`config.mk`:
```
export PLATFORM = sky130hd
export DESIGN_NAME = bdg_div
export DESIGN_NICKNAME = d
export VERILOG_FILES = /design/src/design/bdg_pkg.sv /design/src/design/bdg_div.sv
export SDC_FILE = /design/constraint.sdc
export NUM_CORES = 1
export LEC_CHECK = 0
export BUFFER_PORTS_ARGS = -buffer_cell sky130_fd_sc_hd__buf_2
export CAP_MARGIN = 20
export CELL_PAD_IN_SITES_DETAIL_PLACEMENT = 1
export CELL_PAD_IN_SITES_GLOBAL_PLACEMENT = 1
export CORE_MARGIN = 2
export CORE_UTILIZATION = 43
export DETAILED_ROUTE_END_ITERATION = 7
export MAX_ROUTING_LAYER = met4
export PLACE_DENSITY = 0.87
export RECOVER_POWER = 25
export SLEW_MARGIN = 10
export SYNTH_ARGS = -nofsm -noshare
export SYNTH_HDL_FRONTEND = slang
export SYNTH_SLANG_ARGS = --single-unit
export TNS_END_PERCENT = 1
```
`constraint.sdc`:
```
create_clock -name clk -period 2.45 [get_ports clk]
set_input_delay 0.245 -clock clk [delete_from_list [all_inputs] [get_ports clk]]
set_output_delay 0.245 -clock clk [all_outputs]
set_load 0.02 [all_outputs]
```
`src/design/bdg_pkg.sv`:
```
// shared types and constants for the box downscale to gray block
package bdg_pkg;

  // fixed defaults of the top level parameters
  localparam int SRC_WIDTH_DEF  = 320;
  localparam int SRC_HEIGHT_DEF = 200;
  localparam int MAX_TILE_DEF   = 16;

  // accumulator store and output limits
  localparam int SUM_W      = 16;
  localparam int SUM_DEPTH  = 320;
  localparam int ROW_LIMIT  = 200;

  // configuration register widths
  localparam int BLK_REG_W  = 5;
  localparam int COLS_REG_W = 9;
  localparam int ROWS_REG_W = 8;
  localparam int OFFS_REG_W = 10;
  localparam int CFG_W      = 10;
  localparam int CFG_IDX_W  = 3;

  // register indexes
  localparam logic [CFG_IDX_W-1:0] REG_BLOCK_W       = 3'd0;
  localparam logic [CFG_IDX_W-1:0] REG_BLOCK_H       = 3'd1;
  localparam logic [CFG_IDX_W-1:0] REG_OUT_COLS      = 3'd2;
  localparam logic [CFG_IDX_W-1:0] REG_OUT_ROWS      = 3'd3;
  localparam logic [CFG_IDX_W-1:0] REG_COLUMN_OFFSET = 3'd4;

  // register reset values
  localparam logic [BLK_REG_W-1:0]  BLOCK_W_RST  = 5'd1;
  localparam logic [BLK_REG_W-1:0]  BLOCK_H_RST  = 5'd1;
  localparam logic [COLS_REG_W-1:0] OUT_COLS_RST = 9'd320;
  localparam logic [ROWS_REG_W-1:0] OUT_ROWS_RST = 8'd200;
  localparam logic [OFFS_REG_W-1:0] OFFSET_RST   = 10'd0;

  // pixel and result widths
  localparam int COLOR_W   = 8;
  localparam int GRAY_W    = 8;
  localparam int OUT_COL_W = 11;
  localparam int OUT_ROW_W = 8;
  localparam int S_DATA_W  = 24;
  localparam int M_DATA_W  = 32;

  // luma weights, divide by 100 done as reciprocal multiply, reciprocal rounded up
  localparam int LUMA_R      = 30;
  localparam int LUMA_G      = 59;
  localparam int LUMA_B      = 11;
  localparam int LUMA_DIV    = 100;
  localparam int WSUM_W      = 15;
  localparam int RECIP_SHIFT = 19;
  localparam int RECIP_W     = 13;
  localparam logic [RECIP_W-1:0] LUMA_RECIP =
    RECIP_W'((2 ** RECIP_SHIFT + LUMA_DIV - 1) / LUMA_DIV);

  typedef enum logic [1:0] {
    ST_IDLE,
    ST_UPDATE,
    ST_DIV,
    ST_HOLD
  } state_t;

  typedef struct packed {
    logic busy;
    logic done;
  } div_stat_t;

endpackage

```
`src/design/bdg_div.sv`:
```
// restoring divider, one quotient bit per cycle
module bdg_div #(
  parameter int DIVISOR_W = 9
) (
  input  logic                     clk,
  input  logic                     rst,
  input  logic                     start,
  input  logic [bdg_pkg::SUM_W-1:0] dividend,
  input  logic [DIVISOR_W-1:0]     divisor,
  output logic [bdg_pkg::SUM_W-1:0] quotient,
  output bdg_pkg::div_stat_t       stat
);

  localparam int CNT_W = $clog2(bdg_pkg::SUM_W + 1);

  logic [DIVISOR_W-1:0] dvs;
  logic [DIVISOR_W-1:0] rem;
  logic [CNT_W-1:0]     cnt;
  logic                 busy;
  logic                 done;
  logic [DIVISOR_W:0]   trial;
  logic                 qbit;
  logic [DIVISOR_W:0]   trial_diff;

  always_comb begin
    trial      = {rem, quotient[bdg_pkg::SUM_W-1]};
    qbit       = (trial >= {1'b0, dvs});
    trial_diff = trial - {1'b0, dvs};
  end

  always_ff @(posedge clk) begin
    if (rst) begin
      busy <= 1'b0;
      done <= 1'b0;
      cnt  <= '0;
    end else begin
      done <= 1'b0;
      if (start) begin
        busy <= 1'b1;
        cnt  <= CNT_W'(bdg_pkg::SUM_W);
      end else if (busy) begin
        cnt <= cnt - CNT_W'(1);
        if (cnt == CNT_W'(1)) begin
          busy <= 1'b0;
          done <= 1'b1;
        end
      end
    end
  end

  // payload path, no reset needed
  always_ff @(posedge clk) begin
    if (start) begin
      dvs      <= divisor;
      rem      <= '0;
      quotient <= dividend;
    end else if (busy) begin
      // remainder stays below the divisor, so the low bits suffice
      rem      <= qbit ? trial_diff[DIVISOR_W-1:0] : trial[DIVISOR_W-1:0];
      quotient <= {quotient[bdg_pkg::SUM_W-2:0], qbit};
    end
  end

  assign stat.busy = busy;
  assign stat.done = done;

endmodule

```
# Word-level counts from Yosys, hierarchy flattened
# Index checks and enable logic that the tools add are counted.
[totals] output_inout_bits=18 in_bits=28 elab_cells=24 reg_bits=41
[op_classes] order_cmp=1 addsub=2 n_bitwise=1 mux=9 reduce_logical=3 n_eq_ne=1
[op_table] cell="$mux 16" count=2
[op_table] cell="$ge 10x9->1" count=1
[op_table] cell="$mux 5" count=2
[op_table] cell="$mux 9" count=1
[op_table] cell="$sub 9x9->9" count=1
[op_table] cell="$eq 5x1->1 const B" count=1
[op_table] cell="$sub 5x1->5 const B" count=1
[op_table] cell="$mux 1" count=4
[op_table] cell="$reduce_or 3->1" count=1
[op_table] cell="$reduce_bool 2->1" count=1
[op_table] cell="$reduce_or 2->1" count=1
[op_table] cell="$not 1->1" count=1

# Depth between registers and ports, before layout
# Gate-level depths: netlist of the first run.
[depth] depth_word=4 ltp_mapped=10 mapped_depth_nobuf=9

# Worst setup path before layout of the first run
# OpenSTA, ideal clock, no wires.
[synth_timing] path_type="flip-flop to flip-flop" from="reg quotient[15] in the netlist's numbering" to="reg rem[5]" required_time_ps=2359 slack_ps=186 path_buffers=1 setup_time_ps=91 synth_period_minus_slack_ps=2264 path_stages_with_launch=11 t_arrival_ps=2173 path_cell_list="edfxtp_1 -> inv_1 -> ha_1 -> inv_1 -> fa_1 -> a21o_1 -> a32o_1 -> nand3b_4 -> buf_6 -> nand3_1 -> a311oi_1"
[synth_via] elab_chain_cells=2 elab_cells_between_ends=3 cone_classes="add/sub: 1; order compare: 1; mux: 1"
[synth_rtl] element="start, declared" line="bdg_div.sv:10" rtl="output logic [bdg_pkg::SUM_W-1:0] quotient,"
[synth_rtl] element="start signal, assigned" line="bdg_div.sv:56" rtl="quotient <= dividend;"
[synth_rtl] element="start signal, assigned" line="bdg_div.sv:60" rtl="quotient <= {quotient[bdg_pkg::SUM_W-2:0], qbit};"
[synth_rtl] element="$sub 9x9->9 / $ge 10x9->1 (equally long branches)" line="bdg_div.sv:28, bdg_div.sv:27"
[synth_rtl] element="$mux 9 *" line="bdg_div.sv:59" rtl="rem <= qbit ? trial_diff[DIVISOR_W-1:0] : trial[DIVISOR_W-1:0];"
[synth_rtl] element="end signal, assigned" line="bdg_div.sv:59"
[synth_rtl] element="end, declared" line="bdg_div.sv:17" rtl="logic [DIVISOR_W-1:0] rem;"
# Mark *: on every way between the ends. The rest lies on a longest branch, timed or not.
# A chain may end at the register's enable or synchronous reset.

# Final worst setup path of the first run
[layout_timing] from="reg quotient[15] in the netlist's numbering" to="reg rem[4]"
# Same word-level chain as after synthesis.

==> reports/summary.txt, run 1 <==
CTS tree: built
fin crit share: 94.0%
DRC: 0
multiplexer area fraction after synthesis: 7.61%
VDD IR-drop max: 0.479 mV
Power Density: 669 nW/um^2
Horiz. Die Dim: 75.8 microns
DP Area: 2470 sq um
num ports: 46
final wirelength: 5120 microns
# diodes: 0
cell row count: 26
Slew HR: 27.1%
Core Footprint: 5040 sq um
FMAX: 434 MHz
Routed Antenna Nets: 0
Die Area: 5750 sq um
Initial DRC Count: 24
GRT overflow: 0
Compound-Gate Fraction of Synth Area: 15.6%
clk slew on worst S/H paths: 80 ps
Via density: 5.40
ys flop type: edfxtp_1
final net count: 279
CP Class: reg2reg
PortBufs: 45
RSZ-0062 raised after global routing: false
Root Driver: clkbuf_8
Vias: 1673
synthesized area per cell: 11.5 sq um
leakage: 1.10 nW
Post-Layout Cell Count: 310
# setup viols final: 0
first-pass GRT wire length: 8250 microns
net count of the mapped netlist: 233
Tmin final: 2300 ps
FFs w/ async S/R, synth: 0%
Fill cells: 565
Max H-tree Level: 2
initial antenna violation count: 0
Worst R2R Path Depth: 10
yosys warns: 0
largest family of logic cells by synthesized area: compound AO/OA/AOI/OAI gates
dpl cells: 299
vias in the first global route: 1665
Post-Synth Adder-Cell Area: 7.11%
XOR/XNOR share of the synthesized area: 3.55%
total negative slack: 0 ps
CP Capture Type: flip-flop
CTS sink count: 41
clk buf depth: 2
crit path to: rem[4]
Max-cap violations: 0
count of state elements after synthesis: 41
Final Hold Fails: 0
Worst Hold Path Cells: 1
Worst Max-Slew Pin Slew: 1090 ps
crit path max fanout: 8
routability cong.: 0.776
Num CTS Buffers: 5
Reg2Reg Setup Slack: 150 ps
Crit path arrival time: 2430 ps
status: completed
later-pin clock latency in the skew report: 300 ps
Synth Instances: 193
CP startpoint: quotient[15]
fraction of layout cells with a size suffix above 1: 33.8%
clock skew: 8.11 ps
HP Class: in2reg
Setup crit start kind: flip-flop
Tot GR Track Use: 19.7%
maximum number of pins on one net before global-route repair: 37
Initial Utilization: 44.0%
Final HPWL DP: 3440 microns
Chip Height: 75.8 microns
Seq/Total Area, Yosys: 48.3%
Simple-Gate Fraction of Synth Area: 12.0%
synth unique cells: 49
wire per inst: 16.5 microns
synthesized area: 2220 sq um
Area growth syn-to-layout: 17.3%
Slew Limit Fails: 0
TritonRoute pass-1 iters: 4
Worst EP required: 2570 ps
final instance area: 2600 sq um
RR Startpoint: quotient[15]
EDFF count, synth: 25
worst r2r dst: rem[4]
[state kept, by name, indices dropped and copies added (netlist names)]
name	flops
done	1
busy	1
dvs	9
rem	9
cnt	5
quotient	16
[critical path, cell delays in order (launching register included)]
cell and delay, ps:
edfxtp_1 400, inv_1 100, ha_1 200, inv_1 70, fa_2 380, a21o_1 230, a32o_1 260, nand3b_4 150
buf_4 130, a21o_1 110, a311oi_2 90
[worst min-delay path by stage]
stage / start / end / slack [ps]
2_1_floorplan: rst / cnt[4] / 310
3_3_place_gp: divisor[6] / dvs[6] / 420
3_5_place_dp: divisor[8] / dvs[8] / 420
4_1_cts: divisor[8] / dvs[8] / 120
5_1_grt: divisor[1] / dvs[1] / 120
6_report: divisor[5] / dvs[5] / 120
[what timing repair did]
action / in CTS / in global routing
hold buffers: 0 / 0
endpoints found under the hold margin: 0 / 0
buffers inserted: 0 / 2
endpoints found under the setup margin: 0 / 7
resized for setup: 0 / 4
[power by group]
part	internal, mW	switching, mW	total, mW
sequential	0.803	0.0365	0.839
clock	0.198	0.240	0.437
combinational	0.198	0.266	0.464
total	1.20	0.542	1.74
[cell usage after synthesis, types with 2 or more instances]
library cell  instances  area (sq um)
a311oi_1              5          43.8
nor2_1                9          33.8
inv_1                15          56.3
xor2_1                3          26.3
a211oi_1              3          22.5
a21o_1                9          67.6
nand3_1               8          40.0
nor3_1                5          25.0
clkbuf_1              3          11.3
a31oi_1               3          18.8
nand2_1               7          26.3
a21oi_1               5          25.0
mux2_2               15           169
ha_1                 11           138
buf_1                 2          7.51
buf_4                 2          15.0
nor4_1                2          12.5
xnor2_1               6          52.6
o21ai_0               3          15.0
edfxtp_1             25           751
dfxtp_1              16           320
and3_1                4          25.0
nor2b_1               3          18.8
buf_6                 3          33.8
nand2b_1              2          12.5
[through the flow]
stage	util (%)	total power [mW]	setup WS (ps)	hold WS (ps)
after floorplan	-	1.18	186	314
after global placement	49.1	1.28	185	422
after detailed placement	49.1	1.29	81.9	425
after CTS	50.7	1.73	48.5	115
after global routing	51.6	1.82	18.1	117
final	51.6	1.74	146	123
[cell families (layout without fill, tap and decap cells)]
logic type / after synthesis / in the layout
adder cells (fa/ha/maj): 12 / 12
AND/OR/NAND/NOR: 47 / 48
buffers and inverters: 26 / 72
XOR/XNOR: 9 / 9
flip-flops: 41 / 41
AO/OA/AOI/OAI: 43 / 43
multiplexers: 15 / 15
[area by class of cell]
type / count / area (sq um) / share of cell area [%]
Timing Repair Buffer: 49 / 250 / 9.62
Clock buffer: 6 / 72.6 / 2.79
Inverter: 15 / 56.3 / 2.16
Tap cell: 70 / 87.6 / 3.37
Sequential cell: 41 / 1070 / 41.2
Clock inverter: 2 / 11.3 / 0.433
Multi-Input combinational cell: 127 / 1050 / 40.5
[cells in the final DEF, fill, tap and decap left out, types with 2 or more instances in the layout]
cell type,n
clkbuf_1,3
nor2_1,9
buf_4,3
nand2b_1,2
a211oi_1,3
a311oi_2,2
ha_1,11
nor2b_1,3
buf_2,44
nor4_1,2
mux2_2,15
o21ai_0,3
nor3_1,5
a311oi_1,4
inv_1,15
edfxtp_1,25
dfxtp_1,16
a21o_1,9
a21oi_1,5
nand3_1,8
xnor2_1,6
nand2_1,7
xor2_1,3
and3_1,4
clkbuf_8,5
a31oi_1,3
[layer usage]
layer | GRT usage [%] | wire length, microns | vias to the layer above | part of all wire, %
met5 | - | 0 | - | 0
met4 | 4.68 | 65 | 0 | 1.3
met2 | 29.6 | 2450 | 41 | 48
li1 | - | - | 812 | -
met1 | 27.2 | 2370 | 811 | 46
met3 | 4.23 | 234 | 9 | 4.6
Power figures use the tool's default switching activity.
==> run 2, diff against run 1 <==
==> config.mk (replaced) <==
export PLATFORM = sky130hd
export DESIGN_NAME = bdg_div
export DESIGN_NICKNAME = d
export VERILOG_FILES = /design/src/design/bdg_pkg.sv /design/src/design/bdg_div.sv
export SDC_FILE = /design/constraint.sdc
export NUM_CORES = 1
export LEC_CHECK = 0
export CAP_MARGIN = 20
export CELL_PAD_IN_SITES_DETAIL_PLACEMENT = 1
export CELL_PAD_IN_SITES_GLOBAL_PLACEMENT = 1
export CORE_MARGIN = 2
export CORE_UTILIZATION = 49
export DETAILED_ROUTE_END_ITERATION = 7
export DONT_BUFFER_PORTS = 1
export MAX_ROUTING_LAYER = met4
export PLACE_DENSITY = 0.85
export RECOVER_POWER = 25
export SLEW_MARGIN = 10
export SYNTH_ARGS = -nofsm -noshare
export SYNTH_HDL_FRONTEND = slang
export SYNTH_SLANG_ARGS = --single-unit
export TNS_END_PERCENT = 30
==> reports/summary.txt, run 2 (same netlist as run 1, synthesis figures left out) <==
Initial Utilization: 50.9% (+7.0 points)
CTS tree: built
# setup viols final: 0 (unchanged)
Horiz. Die Dim: 71.3 microns (-6.0%)
commonest non-fill, non-tap cells in the layout: edfxtp_1 (25), dfxtp_1 (16), inv_1 (15), mux2_2 (15), ha_1 (11)
TritonRoute pass-1 iters: 4 (unchanged)
final wirelength: 4760 microns (-6.9%)
Slew Limit Fails: 0 (unchanged)
Gate power share: 20.8% (-5.9 points)
num ports: 46 (unchanged)
sw power: 506 uW (-6.7%)
Root Driver: clkbuf_8
Sequential Power Share: 51.8% (+3.6 points)
Max-cap violations: 0 (unchanged)
Biggest register: quotient
crit path max fanout: 15 (+7)
Worst Max-Slew Pin Slew: 625 ps (-469 ps)
Num CTS Buffers: 5 (unchanged)
biggest regs: quotient: 16 flops, dvs: 9 flops, rem: 9 flops
FMAX: 426 MHz (-1.8%)
first-pass GRT wire length: 7650 microns (-7.3%)
Crit path arrival time: 2500 ps (+70 ps)
vias in the first global route: 1607 (-3.5%)
dpl ws: 103 ps (+21.3 ps)
RSZ-0062 raised after global routing: true
clk buf depth: 2 (unchanged)
Initial DRC Count: 35 (+46%)
CP Capture Type: flip-flop
clk slew on worst S/H paths: 80 ps (about the same)
routability cong.: 0.825 (+6.4%)
Final Hold Fails: 0 (unchanged)
CP startpoint: quotient[15]
Vias: 1521 (-9.1%)
wire per inst: 19.2 microns (+16%)
clock skew: 4.62 ps (-3.49 ps)
# diodes: 0 (unchanged)
CP Class: reg2reg
DRC: 0 (unchanged)
fin crit share: 95.7% (+1.7 points)
Power Density: 722 nW/um^2 (+7.8%)
Post-Layout Cell Count: 248 (-20%)
Routed Antenna Nets: 0 (unchanged)
Tmin final: 2350 ps (+41.5 ps)
Die Area: 5080 sq um (-12%)
Worst EP required: 2600 ps (+30 ps)
Chip Height: 71.3 microns (-6.0%)
leakage: 0.932 nW (-15%)
Slew HR: 58.3% (+31 points)
Via density: 6.13 (+14%)
HP Class: in2reg
max reg flops: 16 (unchanged)
maximum number of pins on one net before global-route repair: 38 (+2.7%)
Final HPWL DP: 3450 microns (+0.37%)
Max H-tree Level: 2 (unchanged)
PortBufs: 0 (-100%)
Core Footprint: 4350 sq um (-14%)
Clock Power Share: 27.5% (+2.4 points)
later-pin clock latency in the skew report: 290 ps (about the same)
cell row count: 24 (-7.7%)
initial antenna violation count: 0 (unchanged)
Worst Hold Launch: rst
final net count: 235 (-16%)
CTS sink count: 41 (unchanged)
switching portion of total power: 29.8% (-1.4 points)
commonest non-fill, non-tap cell in the layout: edfxtp_1
Tot GR Track Use: 19.9% (+0.22 points)
RR Startpoint: quotient[15]
Setup crit start kind: flip-flop
VDD IR-drop max: 0.403 mV (-16%)
GRT overflow: 0 (unchanged)
status: completed
final worst slack: 104 ps (-41.5 ps)
dpl cells: 236 (-21%)
fraction of layout cells with a size suffix above 1: 18.9% (-15 points)
Area growth syn-to-layout: 6.20%
Int Power: 1.19 mW (-0.33%)
[run 2: cell count changes in the layout (fill, tap and decap cells not counted), sizes merged]
cell / change
buf: -42
clkbuf: -2
clkinvlp: -1
dlygate4sd3: +1
inv: +1
nand3b: -1
[run 2: what timing repair did]
item,4_1_cts,5_1_grt
buffers inserted,0,3
resized for setup,0,1
hold buffers,0,1
setup endpoints to repair,0,3
endpoints found under the hold margin,0,2
[run 2: layout make-up]
cell class / instances / area [sq um]
clock inverter: 2 / 12.5
tap: 52 / 65.1
clock buffer: 6 / 82.6
timing repair buffer: 6 / 47.5
sequential: 41 / 1070
fill: 461 / 2000
inverter: 15 / 56.3
multi-input combinational: 126 / 1020
[run 2: path summary, 6_finish.rpt]
check / endpoint / slack (ps) / depth (start not counted)
min: cnt[3] / 10 / 1
max reg2reg: rem[1] / 100 / 10
max: rem[1] / 100 / 10
min reg2reg: rem[6] / 520 / 2
[run 2: power groups by stage]
stage / Combinational (mW) / Sequential, mW / Clock, mW
2_1_floorplan: 0.294 / 0.884 / 0
3_3_place_gp: 0.327 / 0.894 / 0
3_5_place_dp: 0.345 / 0.896 / 0
4_1_cts: 0.347 / 0.882 / 0.473
5_1_grt: 0.387 / 0.889 / 0.499
6_report: 0.353 / 0.881 / 0.467
[run 2: through the flow]
stage                     instance area [sq um]  setup TNS, ps  utilization, %  hold slack, ps  power [mW]
final                                      2360              0            54.1            13.6        1.70
after floorplan                            2220              0               -             314        1.18
after global placement                     2230              0            51.1             316        1.22
after CTS                                  2320              0            53.3            3.51        1.70
after detailed placement                   2230              0            51.1             320        1.24
after global routing                       2360          -22.0            54.1            6.23        1.78
[run 2: routing by layer]
layer	global-route usage, %	wire length, microns	vias to the layer above
li1	-	-	718
met1	22.6	1990	742
met2	33.7	2460	53
met3	6.61	263	8
met4	5.24	53	0
met5	-	0	-
[run 2: worst max-delay path: stages, from the launching register on]
cell      delay, ps
edfxtp_1        390
inv_1            90
ha_1            190
inv_1            70
fa_1            430
a21o_1          230
a32o_1          250
nand3b_4        180
buf_4           150
a21bo_2         120
a311oi_2        100
==> run 3, diff against run 2 <==
--- a/config.mk
+++ b/config.mk
@@ -8,7 +8,7 @@
 export CAP_MARGIN = 20
 export CELL_PAD_IN_SITES_DETAIL_PLACEMENT = 1
 export CELL_PAD_IN_SITES_GLOBAL_PLACEMENT = 1
-export CORE_MARGIN = 2
+export CORE_MARGIN = 10
 export CORE_UTILIZATION = 49
 export DETAILED_ROUTE_END_ITERATION = 7
 export DONT_BUFFER_PORTS = 1
==> reports/summary.txt, run 3 (same netlist as run 1, synthesis figures left out) <==
status: completed
Pwr Total: 1.69 mW (-0.83%)
final instance area: 2360 sq um (+0.21%)
clk buf depth: 2 (unchanged)
clk slew on worst S/H paths: 80 ps (about the same)
first-pass GRT wire length: 8350 microns (+9.2%)
Final Hold Fails: 0 (unchanged)
CP startpoint: quotient[15]
maximum number of pins on one net before global-route repair: 38 (unchanged)
Root Driver: clkbuf_8
Vias: 1534 (+0.85%)
Slew Limit Fails: 0 (unchanged)
biggest regs: quotient: 16 flops, dvs: 9 flops, rem: 9 flops
# setup viols final: 0 (unchanged)
wire per inst: 20.4 microns (+6.2%)
RR Startpoint: quotient[15]
TritonRoute pass-1 iters: 4 (unchanged)
Setup crit start kind: flip-flop
commonest non-fill, non-tap cells in the layout: edfxtp_1 (25), dfxtp_1 (16), inv_1 (15), mux2_2 (15), ha_1 (11)
FMAX: 429 MHz (+0.67%)
Horiz. Die Dim: 87.3 microns (+22%)
Worst R2R Path Depth: 10 (unchanged)
Crit path arrival time: 2490 ps (about the same)
final worst slack: 120 ps (+15.6 ps)
PortBufs: 0 (unchanged)
CTS tree: built
CP Class: reg2reg
CTS sink count: 41 (unchanged)
Routed Antenna Nets: 0 (unchanged)
Worst EP required: 2610 ps (about the same)
fin crit share: 95.1% (-0.64 points)
Power Density: 714 nW/um^2 (-1.0%)
crit path max fanout: 14 (-1)
commonest non-fill, non-tap cell in the layout: edfxtp_1
Worst Max-Slew Pin Slew: 601 ps (-23.4 ps)
routability cong.: 0.870 (+5.5%)
VDD IR-drop max: 0.472 mV (+17%)
Tmin final: 2330 ps (-15.6 ps)
clock skew: 8.16 ps (+3.54 ps)
Final HPWL DP: 3840 microns (+11%)
DRC: 0 (unchanged)
Max H-tree Level: 2 (unchanged)
dpl ws: 97.5 ps (-5.73 ps)
Num CTS Buffers: 5 (unchanged)
final net count: 236 (+0.43%)
Worst Hold Launch: rst
Via density: 6.16 (+0.45%)
vias in the first global route: 1690 (+5.2%)
fraction of layout cells with a size suffix above 1: 19.3% (+0.41 points)
Reg2Reg Setup Slack: 120 ps (+20 ps)
max reg flops: 16 (unchanged)
worst r2r dst: rem[8]
Slew HR: 59.8% (+1.6 points)
initial antenna violation count: 0 (unchanged)
HP Class: in2reg
Core Footprint: 4380 sq um (+0.69%)
Initial DRC Count: 104 (+200%)
# diodes: 0 (unchanged)
Max-cap violations: 0 (unchanged)
crit path to: rem[8]
num ports: 46 (unchanged)
cell row count: 24 (unchanged)
GRT overflow: 0 (unchanged)
final wirelength: 5080 microns (+6.6%)
Tot GR Track Use: 14.2% (-5.7 points)
Initial Utilization: 50.6% (-0.35 points)
Biggest register: quotient
CP Capture Type: flip-flop
leakage: 0.931 nW (about the same)
Die Area: 7620 sq um (+50%)
DP Area: 2230 sq um (unchanged)
later-pin clock latency in the skew report: 300 ps (about the same)
Area growth syn-to-layout: 6.43%
Chip Height: 87.3 microns (+22%)
-- run 3: changes by cell type in the layout (fill, tap and decap cells not counted) --
cell,delta
clkinv_2,+1
clkbuf_8,-1
dlygate4sd3_1,+1
clkinv_1,-1
clkinvlp_4,+1
-- run 3: timing repair --
item	4_1_cts	5_1_grt
hold buffers	1	1
buffers inserted	0	3
endpoints found under the hold margin	1	1
resized for setup	0	1
endpoints found under the setup margin	0	3
-- run 3: worst min-delay path by stage --
stage | endpoint | slack [ps] | cells after the start
2_1_floorplan | cnt[4] | 310 | 1
3_3_place_gp | cnt[4] | 320 | 1
3_5_place_dp | cnt[4] | 320 | 1
4_1_cts | rem[1] | 0.3 | 1
5_1_grt | busy | 5 | 1
6_report | cnt[2] | 10 | 1
-- run 3: layout make-up --
class | count | area, sq um
Fill cell | 473 | 2020
Sequential cell | 41 | 1070
Multi-Input combinational cell | 126 | 1020
Clock buffer | 5 | 68.8
Tap cell | 52 | 65.1
Timing Repair Buffer | 7 | 57.6
Inverter | 15 | 56.3
Clock inverter | 3 | 21.3
-- run 3: worst max-delay path, cell delays in order, from the launching register on --
cell	delay [ps]
edfxtp_1	400
inv_1	90
ha_1	190
inv_1	70
fa_1	430
a21o_1	220
a32o_1	240
nand3b_4	170
buf_4	140
a21o_1	130
o21ai_0	120
-- run 3: stage by stage --
step	instances	hold slack (ps)	setup TNS (ps)	utilization [%]
6_report	249	14.3	0	53.9
5_1_grt	249	5.34	-19.0	53.9
4_1_cts	245	0.298	0	53.1
3_5_place_dp	236	320	0	50.8
3_3_place_gp	236	317	0	50.8
2_1_floorplan	193	314	0	-
-- run 3: power by group --
| group | internal (mW) | switching (mW) | total (mW) |
|---|---|---|---|
| Clock | 0.202 | 0.248 | 0.451 |
| Combinational | 0.162 | 0.191 | 0.353 |
| Sequential | 0.805 | 0.0783 | 0.883 |
-- run 3: metal layers --
| layer | part of all wire, % | global-route usage, % | vias to the layer above |
|---|---|---|---|
| met5 | 0 | - | - |
| met3 | 6.5 | 5.34 | 8 |
| met1 | 41 | 15.4 | 758 |
| met4 | 1.7 | 5.65 | 0 |
| li1 | - | - | 721 |
| met2 | 51 | 22.9 | 47 |
